$ cat src/axis_calibrate_invert_deadzone_defines.svh
// Assertion macros for the axis calibration block.
`ifndef AXIS_CALIBRATE_INVERT_DEADZONE_DEFINES_SVH
`define AXIS_CALIBRATE_INVERT_DEADZONE_DEFINES_SVH
`ifndef SYNTHESIS
`define ACD_ASSERT_IMPL(lbl, a, c) \
  lbl: assert property (@(posedge clk) disable iff (!rst_n) (a) |-> (c)) \
    else $error("acd assertion failed");
`define ACD_ASSERT_NEXT(lbl, a, c) \
  lbl: assert property (@(posedge clk) disable iff (!rst_n) (a) |=> (c)) \
    else $error("acd assertion failed");
`else
`define ACD_ASSERT_IMPL(lbl, a, c)
`define ACD_ASSERT_NEXT(lbl, a, c)
`endif
`endif

$ cat src/acd_pkg.sv
// Shared types and constants for the axis calibration block.
package acd_pkg;
  localparam logic [15:0] FULL     = 16'd32767;
  localparam logic [14:0] DZ_LIMIT = 15'd32734;
  localparam logic signed [16:0] SPAN_EPS = 17'sd3;

  localparam logic [2:0] REG_CAL_MIN = 3'd0;
  localparam logic [2:0] REG_CAL_CEN = 3'd1;
  localparam logic [2:0] REG_CAL_MAX = 3'd2;
  localparam logic [2:0] REG_INVERT  = 3'd3;
  localparam logic [2:0] REG_DZ      = 3'd4;

  typedef struct packed {
    logic        neg;
    logic        zero;
    logic        bypass;
    logic [15:0] val;
  } tag_t;

  typedef struct packed {
    logic        valid;
    logic        ovf;
    logic [15:0] rem;
    logic [15:0] lo;
    logic [15:0] q;
    logic [15:0] den;
    tag_t        tag;
  } div_t;
endpackage

$ cat src/acd_cell.sv
// One restoring-division cell: one quotient bit per cycle while en is high.
module acd_cell import acd_pkg::*; (
  input  logic clk,
  input  logic rst_n,
  input  logic en,
  input  div_t st_in,
  output div_t st_out
);
  div_t st_r, st_nxt;
  logic [16:0] r2;
  logic        ge;

  always_comb begin
    r2 = {st_in.rem, st_in.lo[15]};
    ge = (r2 >= {1'b0, st_in.den});
    st_nxt = st_in;
    st_nxt.rem = ge ? 16'(r2 - {1'b0, st_in.den}) : r2[15:0];
    st_nxt.lo  = {st_in.lo[14:0], 1'b0};
    st_nxt.q   = {st_in.q[14:0], ge};
  end

  always_ff @(posedge clk) begin
    if (!rst_n) begin
      st_r.valid <= 1'b0;
    end else if (en) begin
      st_r <= st_nxt;
    end
  end

  assign st_out = st_r;
endmodule

$ cat src/acd_div.sv
// Pipelined saturating divider: overflow check then a chain of 16 cells.
module acd_div import acd_pkg::*; (
  input  logic        clk,
  input  logic        rst_n,
  input  logic        en,
  input  logic        in_vld,
  input  logic [31:0] dividend,
  input  logic [15:0] den,
  input  tag_t        tag_in,
  output logic        out_vld,
  output logic [14:0] q_sat,
  output tag_t        tag_out
);
  div_t chain [0:16];
  div_t front_r, front_nxt;

  always_comb begin
    front_nxt.valid = in_vld;
    front_nxt.ovf   = (dividend[31:16] >= den);
    front_nxt.rem   = dividend[31:16];
    front_nxt.lo    = dividend[15:0];
    front_nxt.q     = '0;
    front_nxt.den   = den;
    front_nxt.tag   = tag_in;
  end

  always_ff @(posedge clk) begin
    if (!rst_n) begin
      front_r.valid <= 1'b0;
    end else if (en) begin
      front_r <= front_nxt;
    end
  end

  assign chain[0] = front_r;

  for (genvar i = 0; i < 16; i++) begin : g_cell
    acd_cell u_cell (
      .clk    (clk),
      .rst_n  (rst_n),
      .en     (en),
      .st_in  (chain[i]),
      .st_out (chain[i+1])
    );
  end

  assign out_vld = chain[16].valid;
  assign tag_out = chain[16].tag;
  assign q_sat   = (chain[16].ovf || chain[16].q[15]) ? FULL[14:0] : chain[16].q[14:0];
endmodule

$ cat src/axis_calibrate_invert_deadzone.sv
// Top level: axis calibration, inversion and deadzone pipeline.
//
//  channel | handshake        | payload
//  --------+------------------+-------------------------------------
//  in      | in_valid/stall   | in_axis_in (s16)
//  out     | out_valid/stall  | out_axis_out (s16), out_cal_bypassed
//  cfg     | cfg_we           | cfg_index, cfg_wdata
//
// One transaction per cycle while the output is not stalled; the stages in order
// are input stage, multiply, 17-stage divider, sign/invert stage, multiply, 17-stage divider, output.
// The two divider cell chains set the depth.
// Synchronous active-low reset clears all stage valid bits and resets config to its defaults.
// A stalled output holding a valid result freezes the whole pipeline; in_stall follows it.
`include "axis_calibrate_invert_deadzone_defines.svh"
module axis_calibrate_invert_deadzone import acd_pkg::*; (
  input  logic               clk,
  input  logic               rst_n,
  input  logic               in_valid,
  output logic               in_stall,
  input  logic signed [15:0] in_axis_in,
  output logic               out_valid,
  input  logic               out_stall,
  output logic signed [15:0] out_axis_out,
  output logic               out_cal_bypassed,
  input  logic               cfg_we,
  input  logic [2:0]         cfg_index,
  input  logic [15:0]        cfg_wdata
);
  // config registers
  logic signed [15:0] cal_min_r, cal_cen_r, cal_max_r;
  logic               invert_r;
  logic [14:0]        dz_r;

  always_ff @(posedge clk) begin
    if (!rst_n) begin
      cal_min_r <= -16'sd32767;
      cal_cen_r <= 16'sd0;
      cal_max_r <= 16'sd32767;
      invert_r  <= 1'b0;
      dz_r      <= '0;
    end else if (cfg_we) begin
      case (cfg_index)
        REG_CAL_MIN: cal_min_r <= cfg_wdata;
        REG_CAL_CEN: cal_cen_r <= cfg_wdata;
        REG_CAL_MAX: cal_max_r <= cfg_wdata;
        REG_INVERT:  invert_r  <= cfg_wdata[0];
        REG_DZ:      dz_r      <= cfg_wdata[14:0];
        default: ;
      endcase
    end
  end

  // whole pipe moves unless the output holds an untaken result
  logic en;
  logic out_valid_r;
  assign en       = !(out_valid_r && out_stall);
  assign in_stall = !en;

  // stage A: clamp, offset from center, pick side span
  logic signed [15:0] v_cl;
  logic signed [16:0] diff, span17, tot17;
  logic               cal_ok;
  logic               a_valid_r;
  logic [15:0]        a_mag_r, a_span_r;
  tag_t               a_tag_r, a_tag_nxt;

  always_comb begin
    v_cl   = (in_axis_in == -16'sd32768) ? -16'sd32767 : in_axis_in;
    diff   = 17'(v_cl) - 17'(cal_cen_r);
    tot17  = 17'(cal_max_r) - 17'(cal_min_r);
    cal_ok = (cal_min_r <= cal_cen_r) && (cal_cen_r <= cal_max_r) && (tot17 > SPAN_EPS);
    span17 = diff[16] ? (17'(cal_cen_r) - 17'(cal_min_r))
                      : (17'(cal_max_r) - 17'(cal_cen_r));
    a_tag_nxt.neg    = diff[16];
    a_tag_nxt.zero   = cal_ok && (span17 <= SPAN_EPS);
    a_tag_nxt.bypass = !cal_ok;
    a_tag_nxt.val    = v_cl;
  end

  always_ff @(posedge clk) begin
    if (!rst_n) begin
      a_valid_r <= 1'b0;
    end else if (en) begin
      a_valid_r <= in_valid;
      a_mag_r   <= diff[16] ? 16'(-diff) : diff[15:0];
      a_span_r  <= span17[15:0];
      a_tag_r   <= a_tag_nxt;
    end
  end

  // stage B: magnitude times full scale
  logic        b_valid_r;
  logic [31:0] b_prod_r;
  logic [15:0] b_span_r;
  tag_t        b_tag_r;

  always_ff @(posedge clk) begin
    if (!rst_n) begin
      b_valid_r <= 1'b0;
    end else if (en) begin
      b_valid_r <= a_valid_r;
      b_prod_r  <= 32'(a_mag_r) * 32'(FULL);
      b_span_r  <= a_span_r;
      b_tag_r   <= a_tag_r;
    end
  end

  logic        d1_valid;
  logic [14:0] d1_q;
  tag_t        d1_tag;

  acd_div u_div_cal (
    .clk      (clk),
    .rst_n    (rst_n),
    .en       (en),
    .in_vld   (b_valid_r),
    .dividend (b_prod_r),
    .den      (b_span_r),
    .tag_in   (b_tag_r),
    .out_vld  (d1_valid),
    .q_sat    (d1_q),
    .tag_out  (d1_tag)
  );

  // stage C: sign, bypass, invert; split into magnitude and sign
  logic signed [15:0] v1, v2;
  logic               c_valid_r, c_neg_r, c_byp_r;
  logic [14:0]        c_mag_r;

  always_comb begin
    if (d1_tag.bypass)    v1 = d1_tag.val;
    else if (d1_tag.zero) v1 = '0;
    else if (d1_tag.neg)  v1 = -$signed({1'b0, d1_q});
    else                  v1 = $signed({1'b0, d1_q});
    v2 = invert_r ? -v1 : v1;
  end

  always_ff @(posedge clk) begin
    if (!rst_n) begin
      c_valid_r <= 1'b0;
    end else if (en) begin
      c_valid_r <= d1_valid;
      c_neg_r   <= v2[15];
      c_mag_r   <= v2[15] ? 15'(-v2) : v2[14:0];
      c_byp_r   <= d1_tag.bypass;
    end
  end

  // stage D: deadzone removal, scale numerator
  logic [14:0] dz;
  logic        in_dz;
  logic        d_valid_r;
  logic [31:0] d_prod_r;
  logic [15:0] d_den_r;
  tag_t        d_tag_r;

  always_comb begin
    dz    = (dz_r > DZ_LIMIT) ? DZ_LIMIT : dz_r;
    in_dz = (c_mag_r <= dz);
  end

  always_ff @(posedge clk) begin
    if (!rst_n) begin
      d_valid_r <= 1'b0;
    end else if (en) begin
      d_valid_r      <= c_valid_r;
      d_prod_r       <= in_dz ? 32'd0 : 32'(c_mag_r - dz) * 32'(FULL);
      d_den_r        <= FULL - 16'(dz);
      d_tag_r.neg    <= c_neg_r;
      d_tag_r.zero   <= in_dz;
      d_tag_r.bypass <= c_byp_r;
      d_tag_r.val    <= '0;
    end
  end

  logic        d2_valid;
  logic [14:0] d2_q;
  tag_t        d2_tag;

  acd_div u_div_dz (
    .clk      (clk),
    .rst_n    (rst_n),
    .en       (en),
    .in_vld   (d_valid_r),
    .dividend (d_prod_r),
    .den      (d_den_r),
    .tag_in   (d_tag_r),
    .out_vld  (d2_valid),
    .q_sat    (d2_q),
    .tag_out  (d2_tag)
  );

  // output register
  logic signed [15:0] out_axis_r, res;
  logic               out_byp_r;

  always_comb begin
    if (d2_tag.zero)     res = '0;
    else if (d2_tag.neg) res = -$signed({1'b0, d2_q});
    else                 res = $signed({1'b0, d2_q});
  end

  always_ff @(posedge clk) begin
    if (!rst_n) begin
      out_valid_r <= 1'b0;
    end else if (en) begin
      out_valid_r <= d2_valid;
      out_axis_r  <= res;
      out_byp_r   <= d2_tag.bypass;
    end
  end

  assign out_valid        = out_valid_r;
  assign out_axis_out     = out_axis_r;
  assign out_cal_bypassed = out_byp_r;

  `ACD_ASSERT_IMPL(a_out_range, out_valid_r, out_axis_r != -16'sd32768)
  `ACD_ASSERT_NEXT(a_frozen, !en && !cfg_we, $stable(d_valid_r) && $stable(c_mag_r))
  `ACD_ASSERT_IMPL(a_dz_zero, d_valid_r && d_tag_r.zero, d_prod_r == 32'd0)
endmodule

$ cat config.mk
export PLATFORM = sky130hd
export DESIGN_NAME = axis_calibrate_invert_deadzone
export DESIGN_NICKNAME = d
export VERILOG_FILES = /design/src/acd_pkg.sv /design/src/acd_cell.sv /design/src/acd_div.sv /design/src/axis_calibrate_invert_deadzone.sv
export VERILOG_INCLUDE_DIRS = /design/src /design/src/src
export SDC_FILE = /design/constraint.sdc
export NUM_CORES = 2
export LEC_CHECK = 0
export ABC_AREA = 1
export BUFFER_PORTS_ARGS = -buffer_cell sky130_fd_sc_hd__buf_2
export CAP_MARGIN = 20
export CORE_ASPECT_RATIO = 0.9
export CORE_MARGIN = 3
export CORE_UTILIZATION = 58
export DETAILED_ROUTE_END_ITERATION = 8
export MAX_ROUTING_LAYER = met4
export PLACE_DENSITY = 0.81
export SLEW_MARGIN = 25
export SYNTH_ARGS = -nofsm -noshare
export SYNTH_HDL_FRONTEND = slang
export SYNTH_SLANG_ARGS = --single-unit
$ cat constraint.sdc
create_clock -name clk -period 96.5 [get_ports clk]
set_clock_uncertainty 0.2 [all_clocks]
set_input_delay 4.825 -clock clk [delete_from_list [all_inputs] [get_ports clk]]
set_output_delay 4.825 -clock clk [all_outputs]
set_load 0.02 [all_outputs]
==> summary.txt <==
Status: completed
R2R Path End: d_prod_r[23]$_SDFFCE_PP0P_
Largest net degree at the start of global routing: 185
XOR/XNOR Fraction of Synth Area: 4.15%
Worst Setup SP: out_stall
Crit Path Class: in -> reg
Count leader, synth: edfxtp_1
Type of origin of the critical path: primary input
Post-synthesis simple-gate area fraction: 10.6%
CP peak stage delay: 0.83 ns
Post-route ant nets: 0
# DRC: 0
DIE HEIGHT: 426 um
Worst-path clk slew: 0.06 ns
Worst Setup End Kind: flip-flop
WP data required: 96.75 ns
Setup TNS Final: 0 ns
Unrepaired setup endpoints after global routing: false
R2r setup slk: 87.23 ns
Num CTS Buffers: 216
Root buf cell: clkbuf_16
Post-layout min period: 11.25 ns
Bufs and invs on worst path: 9
Vias after detailed routing: 69739
Crit-path cells: buf_2 -> nand2_2 -> inv_1 -> nor2_4 -> buf_4 -> buf_4 -> buf_12 -> buf_6 -> buf_4 -> buf_4 -> buf_6
Synthesized flop and latch total: 2263
Htree depth: 4
Fin crit share: 11.7%
DR iter-0 viols: 5393
Crit Path Max Fanout: 184
Main combinational cell family by area after synthesis: adder cells
Mean Syn Cell Area: 11.5 um2
Initial core utilization: 58.6%
Yosys top cell by area: edfxtp_1
Core area: 194000 um2
Synth unique cells: 70
Share of cells above drive strength 1: 5.45%
# nets final: 11129
Worst path arrival time: 11.51 ns
Die X: 472 um
DP HPWL: 164000 um
Worst Hold Path EP: u_div_cal.g_cell[8].u_cell.st_out[60]$_DFFE_PP_
CP delay by family, top: buffers and inverters
I/O pin count: 59
Final-report hold violation count: 0
Ys async rst share: 0%
RD Place Congestion: 0.951
Drt wl/cell: 17.6 um
Via-per-instance ratio: 5.46
Top cells by area, synth: edfxtp_1 57%, ha_1 8.7%, nand2_1 5.3%
Main flop type after synthesis: edfxtp_1
Fill count: 14372
Post-CTS setup buffer count: 0
Post-cts hold buffer count: 0
Routed WL: 225000 um
Max Cap Violations: 0
Hold Crit Class: reg -> reg
Most used cell, CP: buf_4
Vias in the first global route: 69499
Die area: 201000 um2
Min-delay src: u_div_cal.g_cell[7].u_cell.st_out[59]$_DFFE_PP_
Mux contribution to synthesized area: 0.0352%
Post-synth top cells: 2160 x edfxtp_1, 1617 x nand2_1, 1440 x inv_1
Cell Area, Synth: 114000 um2
Post-synth EDFFs: 2160
Max-slew violation count: 0
Total gr overflow: 0
R2R depth: 36
All-layer global routing usage: 23.1%
Fmax: 0.0889 GHz
Clk sink count: 2263
Initial antenna violation count: 8
Number of detailed-route iterations in the first pass: 6
Syn_nets: 10972
Seq/Total Area, Yosys: 58.9%
R2r startpoint: dz_r[6]$_SDFFE_PN0P_
Fraction of the mapped netlist area in compound gates: 7.32%
Row count: 153
Measured slew at the worst slew-check pin: 1.01 ns
Synthesis warning total: 0
Worst-Skew Late Latency: 0.85 ns
First-pass GRT wire length: 361000 um
Max_slew headroom: 32.8%
Port Buf Inserts: 58
Share of Yosys cell area claimed by the top area cell type: 57.1%
CP max stage cell: buf_4
Area Growth Syn to Fin: 9.20%
Clock Tree Buf Depth: 3
Adder-cell share of the synthesized area: 13.6%
CTS resizes: 0
CTS tree: yes
Final setup violation count: 0
Hold Path Cell Cnt: 0
Mapped Cells: 9868
==> per-stage QoR <==
step / instances / worst slack, ns / util (%) / hold WS [ns] / area [um2]
global route: 12768 / 84.66 / 64.0 / 0.205 / 124000
CTS: 12762 / 84.69 / 63.9 / 0.203 / 124000
floorplan: 9868 / 33.49 / - / 0.200 / 114000
detailed placement: 12364 / 83.78 / 60.2 / 0.205 / 117000
finish: 12768 / 85.25 / 64.0 / 0.203 / 124000
global placement: 12364 / 83.73 / 60.2 / 0.200 / 117000
==> worst max path at each step <==
| stage | end | slack [ns] | depth (start not counted) |
|---|---|---|---|
| 2_1_floorplan | a_mag_r[0]$_DFFE_PP_ | 33.49 | 4 |
| 3_3_place_gp | u_div_cal.g_cell[13].u_cell.st_out[65]$_DFFE_PP_ | 83.73 | 11 |
| 3_5_place_dp | u_div_cal.g_cell[14].u_cell.st_out[66]$_DFFE_PP_ | 83.78 | 11 |
| 4_1_cts | u_div_cal.g_cell[12].u_cell.st_out[66]$_DFFE_PP_ | 84.69 | 11 |
| 5_1_grt | u_div_dz.g_cell[1].u_cell.st_out[16]$_DFFE_PP_ | 84.66 | 11 |
| 6_report | u_div_cal.g_cell[11].u_cell.st_out[65]$_DFFE_PP_ | 85.25 | 11 |
==> placed cells by master (no fill, tap or decap), drive strengths merged, types with 261 or more instances in the layout <==
master	instances
nand3	437
fa	277
clkbuf	261
edfxtp	2160
o21ai	530
xor2	324
ha	787
nand2	1640
inv	1455
a21oi	785
nor2	562
==> layout make-up <==
cell class | count | area [um2] | share of cell area [%]
diodes | 6 | 15.0 | 0.0121
repair buffers | 98 | 663 | 0.535
well taps | 2557 | 3200 | 2.58
flip-flops and latches | 2263 | 66900 | 54.0
multi-input cells | 5998 | 40600 | 32.7
clock buffers | 261 | 5700 | 4.60
clock inverters | 137 | 1510 | 1.22
inverters | 1448 | 5440 | 4.38
==> flip-flops by register name, summed over array words and instances (netlist names), 16 cells and up <==
| name | count |
|---|---|
| u_div_dz.chain | 52 |
| cal_min_r | 16 |
| b_tag_r | 19 |
| cal_max_r | 16 |
| d_prod_r | 32 |
| u_div_cal.g_cell.u_cell.st_out | 1072 |
| b_prod_r | 31 |
| a_mag_r | 16 |
| cal_cen_r | 16 |
| a_tag_r | 19 |
| a_span_r | 16 |
| u_div_dz.g_cell.u_cell.st_out | 801 |
| u_div_cal.chain | 68 |
| out_axis_out | 16 |
| b_span_r | 16 |
==> kinds of logic (layout without fill, tap and decap cells) <==
family | after synthesis | after routing
and+or+nand+nor | 2874 | 2874
DFF | 2263 | 2263
buffers and inverters | 1607 | 1944
AOI/OAI and AO/OA | 1527 | 1527
adders and majority gates | 1064 | 1064
xor gates and xnor gates | 529 | 529
muxes | 4 | 4
other | 0 | 6
==> metal layers <==
layer / part of all wire, % / vias to the layer above / GRT usage (%) / routed length [um]
li1: - / 34225 / - / -
met1: 43 / 33293 / 29.2 / 96000
met2: 50 / 1791 / 38.8 / 111000
met3: 4.6 / 430 / 3.15 / 10300
met4: 3.2 / 0 / 7.39 / 7190
met5: 0 / - / - / 0
Power is not shown: default switching activity piles up to over one toggle a cycle in this logic, so the estimate is an artifact.
